[config.mk]
export PLATFORM = sky130hd
export DESIGN_NAME = lowest_free_slot_allocator_core
export DESIGN_NICKNAME = d
export VERILOG_FILES = /design/src/hdl/lfsa_pkg.sv /design/src/hdl/lfsa_cell.sv /design/src/hdl/lowest_free_slot_allocator_core.sv
export SDC_FILE = /design/constraint.sdc
export NUM_CORES = 2
export LEC_CHECK = 0
export ABC_AREA = 1
export BUFFER_PORTS_ARGS = -buffer_cell sky130_fd_sc_hd__buf_2
export CORE_AREA = 2 2 331 333
export DETAILED_ROUTE_END_ITERATION = 10
export DIE_AREA = 0 0 333 335
export GPL_ROUTABILITY_DRIVEN = 0
export PLACE_DENSITY = 0.81
export SLEW_MARGIN = 10
export SYNTH_ARGS = -nofsm -noshare
export SYNTH_HDL_FRONTEND = slang
export SYNTH_SLANG_ARGS = --single-unit
[constraint.sdc]
create_clock -name clk_i -period 5.2 [get_ports clk_i]
set_input_delay 1.04 -clock clk_i [delete_from_list [all_inputs] [get_ports clk_i]]
set_output_delay 1.04 -clock clk_i [all_outputs]
set_load 0.05 [all_outputs]
[src/hdl/lfsa_pkg.sv]
// ----------------------------------------------------------------------------
// lfsa_pkg: shared types and constants of the lowest free slot allocator
// Beat structs for the request and result channels, cell control bundle.
// ----------------------------------------------------------------------------
`default_nettype none

package lfsa_pkg;

  // Defaults for the top level parameters
  localparam int unsigned SlotsDef    = 64;
  localparam int unsigned TimeBitsDef = 17;

  // Fixed field widths of the channel beats
  localparam int unsigned FieldTimeW = 17;
  localparam int unsigned SlotW      = 6;

  typedef struct packed {
    logic                  new_session;
    logic [FieldTimeW-1:0] arrival_time;
    logic [FieldTimeW-1:0] leave_time;
  } req_t;

  typedef struct packed {
    logic [SlotW-1:0] slot;
    logic             is_target;
    logic             full_res;
  } res_t;

  // Broadcast control for every cell of the chain
  typedef struct packed {
    logic clear;   // drop every hold (new session)
    logic rel_en;  // drop holds whose release time is due
  } cell_ctl_t;

endpackage

`default_nettype wire

[src/hdl/lfsa_cell.sv]
// ----------------------------------------------------------------------------
// lfsa_cell: one slot of the allocator chain
// Holds the slot's busy bit and release time, claims the search token when
// free and otherwise passes it to the next cell in the next cycle.
// ----------------------------------------------------------------------------
`default_nettype none

module lfsa_cell #(
  parameter int unsigned TIME_BITS = lfsa_pkg::TimeBitsDef
) (
  input  wire logic                 clk_i,
  input  wire logic                 rst_ni,
  input  wire lfsa_pkg::cell_ctl_t  ctl_i,
  input  wire logic [TIME_BITS-1:0] arrival_i,
  input  wire logic [TIME_BITS-1:0] leave_i,
  input  wire logic                 tok_i,
  output logic                      tok_o,
  output logic                      claim_o
);
  import lfsa_pkg::*;

  logic                 held_q, held_d;
  logic                 pass_q, pass_d;
  logic [TIME_BITS-1:0] rel_time_q;
  logic                 due;

  assign due     = (rel_time_q <= arrival_i);
  assign claim_o = tok_i & ~held_q;
  assign tok_o   = pass_q;

  always_comb begin
    held_d = held_q;
    if (ctl_i.clear) begin
      held_d = 1'b0;
    end else if (ctl_i.rel_en && held_q && due) begin
      held_d = 1'b0;
    end else if (claim_o) begin
      held_d = 1'b1;
    end
    pass_d = tok_i & held_q;
  end

  always_ff @(posedge clk_i or negedge rst_ni) begin
    if (!rst_ni) begin
      held_q <= 1'b0;
      pass_q <= 1'b0;
    end else begin
      held_q <= held_d;
      pass_q <= pass_d;
    end
  end

  // Release time: written on claim only, read only while held
  always_ff @(posedge clk_i) begin
    if (claim_o) begin
      rel_time_q <= leave_i;
    end
  end

endmodule

`default_nettype wire

[src/hdl/lowest_free_slot_allocator_core.sv]
// Sequence: an accepted request passes the release step, then the search token
//   walks one cell per cycle from slot 0 until a free slot claims it or it falls
//   off the end (full result), so a higher slot or a full chain means a longer search.
// Requests: one request in flight; in_ready_o stays low from acceptance until the
//   finish step hands the result to the output register, held off by a stalled output.
// Reset: asynchronous, active low; all slots free, target_arrival = 0.
// ----------------------------------------------------------------------------
// lowest_free_slot_allocator_core: lowest free slot allocator, timed release
// Chain of slot cells; clears all holds (new session) or releases due holds in
// parallel, then walks a token from slot 0 upward and grants the first free slot.
// ----------------------------------------------------------------------------
`default_nettype none

module lowest_free_slot_allocator_core #(
  parameter int unsigned SLOTS     = lfsa_pkg::SlotsDef,
  parameter int unsigned TIME_BITS = lfsa_pkg::TimeBitsDef
) (
  input  wire logic                            clk_i,
  input  wire logic                            rst_ni,
  // configuration: target_arrival register
  input  wire logic                            cfg_we_i,
  input  wire logic [lfsa_pkg::FieldTimeW-1:0] cfg_data_i,
  // request channel
  input  wire logic                            in_valid_i,
  output logic                                 in_ready_o,
  input  wire lfsa_pkg::req_t                  in_data_i,
  // result channel
  output logic                                 out_valid_o,
  input  wire logic                            out_ready_i,
  output lfsa_pkg::res_t                       out_data_o
);
  import lfsa_pkg::*;

  localparam int unsigned IdxW = (SLOTS > 1) ? $clog2(SLOTS) : 1;

  typedef enum logic [1:0] {
    ST_IDLE,   // wait for a request beat
    ST_REL,    // clear / release due holds in every cell
    ST_SRCH,   // token walks the chain looking for a free cell
    ST_FIN     // hand the result to the output register
  } state_e;

  state_e               state_q, state_d;
  logic [FieldTimeW-1:0] target_q;
  logic                 new_sess_q;
  logic [TIME_BITS-1:0] arrival_q;
  logic [TIME_BITS-1:0] leave_q;
  logic [IdxW-1:0]      idx_q, idx_d;
  logic                 start_q;
  res_t                 res_q, res_d;
  logic                 out_valid_q, out_valid_d;
  res_t                 out_q, out_d;

  cell_ctl_t            cell_ctl;
  logic [SLOTS-1:0]     pass;
  logic [SLOTS-1:0]     claim;
  logic                 hit;
  logic                 last_pass;
  logic                 accept;
  logic                 out_free;
  logic                 tgt_match;

  assign in_ready_o  = (state_q == ST_IDLE);
  assign accept      = in_valid_i & in_ready_o;
  assign out_valid_o = out_valid_q;
  assign out_data_o  = out_q;
  assign out_free    = ~out_valid_q | out_ready_i;

  // Broadcast control: only during the release step
  assign cell_ctl.clear  = (state_q == ST_REL) & new_sess_q;
  assign cell_ctl.rel_en = (state_q == ST_REL);

  // ---------------------------------------------------------------------
  // Cell chain: token enters cell 0 after the release step and moves up
  // one cell per cycle until a free cell claims it.
  // ---------------------------------------------------------------------
  for (genvar g = 0; g < SLOTS; g++) begin : g_cell
    logic tok_in;
    if (g == 0) begin : g_head
      assign tok_in = start_q;
    end else begin : g_link
      assign tok_in = pass[g-1];
    end
    lfsa_cell #(
      .TIME_BITS (TIME_BITS)
    ) u_cell (
      .clk_i     (clk_i),
      .rst_ni    (rst_ni),
      .ctl_i     (cell_ctl),
      .arrival_i (arrival_q),
      .leave_i   (leave_q),
      .tok_i     (tok_in),
      .tok_o     (pass[g]),
      .claim_o   (claim[g])
    );
  end

  assign hit       = |claim;
  assign last_pass = pass[SLOTS-1];
  assign tgt_match = (arrival_q == TIME_BITS'(target_q));

  // ---------------------------------------------------------------------
  // Sequencer: idx tracks the token position during the search.
  // ---------------------------------------------------------------------
  always_comb begin
    state_d     = state_q;
    idx_d       = idx_q;
    res_d       = res_q;
    out_valid_d = out_valid_q;
    out_d       = out_q;

    // drop the result once taken
    if (out_valid_q && out_ready_i) begin
      out_valid_d = 1'b0;
    end

    unique case (state_q)
      ST_IDLE: begin
        if (accept) begin
          idx_d   = '0;
          state_d = ST_REL;
        end
      end
      ST_REL: begin
        state_d = ST_SRCH;
      end
      ST_SRCH: begin
        if (hit) begin
          res_d.slot      = SlotW'(idx_q);
          res_d.is_target = tgt_match;
          res_d.full_res  = 1'b0;
          state_d         = ST_FIN;
        end else if (last_pass) begin
          // token fell off the end: every slot held
          res_d.slot      = '0;
          res_d.is_target = 1'b0;
          res_d.full_res  = 1'b1;
          state_d         = ST_FIN;
        end else begin
          idx_d = idx_q + IdxW'(1);
        end
      end
      ST_FIN: begin
        // hold here until the output register frees up
        if (out_free) begin
          out_d       = res_q;
          out_valid_d = 1'b1;
          state_d     = ST_IDLE;
        end
      end
      default: begin
        state_d = ST_IDLE;
      end
    endcase
  end

  always_ff @(posedge clk_i or negedge rst_ni) begin
    if (!rst_ni) begin
      state_q     <= ST_IDLE;
      start_q     <= 1'b0;
      out_valid_q <= 1'b0;
      target_q    <= '0;
      idx_q       <= '0;
    end else begin
      state_q     <= state_d;
      start_q     <= (state_q == ST_REL);
      out_valid_q <= out_valid_d;
      idx_q       <= idx_d;
      if (cfg_we_i) begin
        target_q <= cfg_data_i;
      end
    end
  end

  // Payload registers: request capture, pending result, output beat
  always_ff @(posedge clk_i) begin
    if (accept) begin
      new_sess_q <= in_data_i.new_session;
      arrival_q  <= TIME_BITS'(in_data_i.arrival_time);
      leave_q    <= TIME_BITS'(in_data_i.leave_time);
    end
    res_q <= res_d;
    out_q <= out_d;
  end

  // ---------------------------------------------------------------------
  // Assertions
  // ---------------------------------------------------------------------
  // Only one token lives in the chain, so at most one cell claims.
  a_one_claim : assert property (@(posedge clk_i) disable iff (!rst_ni)
    $onehot0(claim))
    else $error("more than one cell claimed the token");

  // A claim and a token leaving the last cell never coincide.
  a_hit_or_full : assert property (@(posedge clk_i) disable iff (!rst_ni)
    !(hit && last_pass))
    else $error("grant and full seen together");

  // Token only travels during the search.
  a_tok_in_srch : assert property (@(posedge clk_i) disable iff (!rst_ni)
    (|pass || start_q) |-> (state_q == ST_SRCH))
    else $error("search token outside search state");

  // An accepted request enters the release step next.
  a_acc_rel : assert property (@(posedge clk_i) disable iff (!rst_ni)
    accept |=> (state_q == ST_REL))
    else $error("accepted request skipped release step");

  // A new result beat is only produced from the finish step.
  a_out_src : assert property (@(posedge clk_i) disable iff (!rst_ni)
    $rose(out_valid_q) |-> ($past(state_q) == ST_FIN))
    else $error("result beat raised outside finish step");

endmodule

`default_nettype wire

==> impl_metrics.json <==
{
  "status": "complete, no violations",
  "die_h_um": 335,
  "die_w_um": 333,
  "start_util_pct": 61.6,
  "wl_per_cell_um": 22.9,
  "drc_errors": 0,
  "drt_iter0_drc": 5134,
  "synthTopCellsByCount": "1139 x edfxtp_1, 1093 x ha_1, 977 x nand2_1, 615 x inv_1, 457 x a21oi_1",
  "hold_viol": 0,
  "grt.overflow.total": 0,
  "clock_latency_ps": 760,
  "drv_slew": 0,
  "crit_path_start_kind": "flop",
  "crit_fanout": 39,
  "syn_inst": 5732,
  "num_antenna_cells": 0,
  "multiInputGateArea_um2": 26200,
  "grt_max_degree": 66,
  "fmax_ghz": 0.324,
  "core.rowCount": 121,
  "drv_cap": 0,
  "critPathRequiredTime_ps": 5830,
  "ys_seq_area_share_pct": 57.2,
  "power_leakage_nw": 32.2,
  "clockBufferDepth": 3,
  "crit_type": "flop to flop",
  "portBuffers": 66,
  "yosysMostFrequentCell": "edfxtp_1",
  "dr.pass1.iters": 8,
  "fin_skew_ps": 31.9,
  "synthTopCellsByArea": "edfxtp_1 51%, ha_1 21%, dfrtp_1 5.8%",
  "worstRegToRegCells": 8,
  "numCtsBuffers": 135,
  "seq_area_um2": 38100,
  "fillCellCount": 7396,
  "yosys_warnings": 0,
  "worstPathCellList": "inv_4 > buf_4 > ha_1 > nand4_1 > nor4b_1 > nand3b_1 > a21oi_1 > nor2_1",
  "powerDensity_nw_per_um2": 369,
  "whs_ps": 319,
  "arrival_ps": 3710,
  "cts_tree": "yes",
  "ioPinCount": 67,
  "die_area_um2": 112000,
  "tightest_slew_ps": 1200,
  "hpwl_um": 96300,
  "yosys_most_used_dff": "edfxtp_1",
  "async_flop_share_pct": 12.0,
  "viasPerCell": 6.14,
  "syn_area_per_cell_um2": 11.6,
  "htreeDepth": 4,
  "grt_usage_pct": 30.8,
  "min_path_type": "input port to asynchronous set/reset pin",
  "cts-root-buf": "clkbuf_16",
  "cts_sinks": 1294,
  "setup_tns_ps": 0,
  "yosys_register_bits": 1294,
  "final_nets": 7127,
  "setup_viol": 0,
  "hold_buffers": 0,
  "first_global_vias": 46400,
  "routed-via-count": 46100,
  "fin_crit_sh_pct": 59.3,
  "path_clk_slew_ps": 60,
  "slew_headroom_pct": 20.2,
  "power_mw": 27.2,
  "drive_gt1_share_pct": 5.91,
  "max_stage_delay_ps": 690,
  "syn_nets": 6882,
  "routed_wl_um": 172000,
  "netlist_area_um2": 66600,
  "cts.repair.resized": 0,
  "yosysTopAreaCell": "edfxtp_1",
  "grt_pass1_wl_um": 260000,
  "coreArea_um2": 108000,
  "antenna_found_initial": 3,
  "synth-edff-count": 1139,
  "utilization_pct": 68.1,
  "rsz0062_at_grt": "false",
  "syn_to_final_growth_pct": 10.5,
  "synth_cell_type_count": 32,
  "cpMaxStageDelayCell": "inv_4",
  "finalCriticalPeriod_ps": 3080,
  "antenna_left": 0,
  "critPathCaptureType": "flop",
  "ir_drop_uv": 451,
  "post_cts_buffers": 0,
  "synth_top_area_share_pct": 51.3
}
-- sequential cells by signal (all words and copies together) (netlist names) --
signal / cells
g_cell.u_cell.rel_time_q: 1088
g_cell.u_cell.held_q: 64
g_cell.u_cell.tok_o: 64
arrival_q: 17
leave_q: 17
target_q: 17
out_data_o: 8
res_q: 8
idx_q: 6
state_q: 2
g_cell.tok_in: 1
new_sess_q: 1
out_valid_o: 1
-- worst max-delay path: cells and delay by family, from the launching register on --
family | cells | cell delay (ps)
AO/OA/AOI/OAI | 1 | 170
adder cells (fa/ha/maj) | 1 | 270
buffers and inverters | 2 | 1340
flip-flops | 1 | 430
AND/OR/NAND/NOR | 4 | 690
-- kinds of logic (layout without fill, tap and decap cells) --
kind of cell / after synthesis / in the layout / synth area share, %
simple gates: 1919 / 1919 / 12.4
mux: 11 / 11 / 0.186
xor+xnor: 14 / 14 / 0.184
fa+ha+maj: 1093 / 1093 / 20.5
flops: 1294 / 1294 / 57.2
compound gates: 771 / 771 / 5.96
buf+inv: 630 / 989 / 3.55
-- cells in the final DEF, fill, tap and decap left out, types with 6 or more instances in the layout --
| cell type | instances |
|---|---|
| a21o_1 | 40 |
| a21oi_1 | 457 |
| buf_2 | 65 |
| buf_4 | 54 |
| bufinv_16 | 6 |
| clkbuf_1 | 27 |
| clkbuf_16 | 141 |
| clkbuf_8 | 18 |
| clkinv_1 | 25 |
| clkinv_2 | 22 |
| dfrtp_1 | 155 |
| edfxtp_1 | 1139 |
| ha_1 | 1092 |
| inv_1 | 599 |
| inv_4 | 16 |
| mux2_2 | 11 |
| nand2_1 | 976 |
| nand3_1 | 203 |
| nand3b_1 | 23 |
| nand4_1 | 130 |
| nor2_1 | 445 |
| nor3_1 | 64 |
| nor3b_1 | 14 |
| nor4_1 | 20 |
| nor4b_1 | 34 |
| o21ai_0 | 268 |
| xnor2_1 | 6 |
| xor2_1 | 8 |
-- report_power, final --
| group | internal (mW) | switching [mW] | leakage (nW) |
|---|---|---|---|
| registers | 11.9 | 0.150 | 12.4 |
| clock network | 5.51 | 4.04 | 2.15 |
| logic | 1.54 | 4.05 | 17.7 |
-- worst paths after layout --
kind                               start                  endpoint  slack (ps)
max in group asynchronous         rst_ni   g_cell[10].u_cell.tok_o        3720
min reg2reg                     res_q[0]             out_data_o[0]         420
max                        arrival_q[14]  g_cell[48].u_cell.held_q        2120
min in group clk_i              res_q[0]             out_data_o[0]         420
max reg2reg                arrival_q[14]  g_cell[48].u_cell.held_q        2120
min                               rst_ni  g_cell[39].u_cell.held_q         320
-- cell type report --
class | instances | share of cell area (%)
Clock buffer | 185 | 5.25
Inverter | 615 | 3.19
Sequential cell | 1294 | 51.8
Timing Repair Buffer | 123 | 1.09
Tap cell | 1414 | 2.40
Multi-Input combinational cell | 3808 | 35.6
Clock inverter | 66 | 0.711
-- per-stage QoR --
| stage | setup WS (ps) | area, µm² | instances |
|---|---|---|---|
| final | 2120 | 73600 | 7505 |
| after global routing | 2020 | 73600 | 7505 |
| after CTS | 2170 | 73600 | 7505 |
| after detailed placement | 2200 | 69200 | 7254 |
| after global placement | 2270 | 69200 | 7254 |
| after floorplan | 2460 | 66600 | 5732 |
-- metal layers --
layer | part of all wire, % | vias up | GRT usage (%)
met5 | 0.010 | - | 0
met1 | 38 | 22100 | 39.4
li1 | - | 21000 | -
met3 | 9.6 | 613 | 5.32
met4 | 5.2 | 2 | 15.6
met2 | 47 | 2313 | 51.0
No activity file was read; power rests on OpenSTA's default activity.
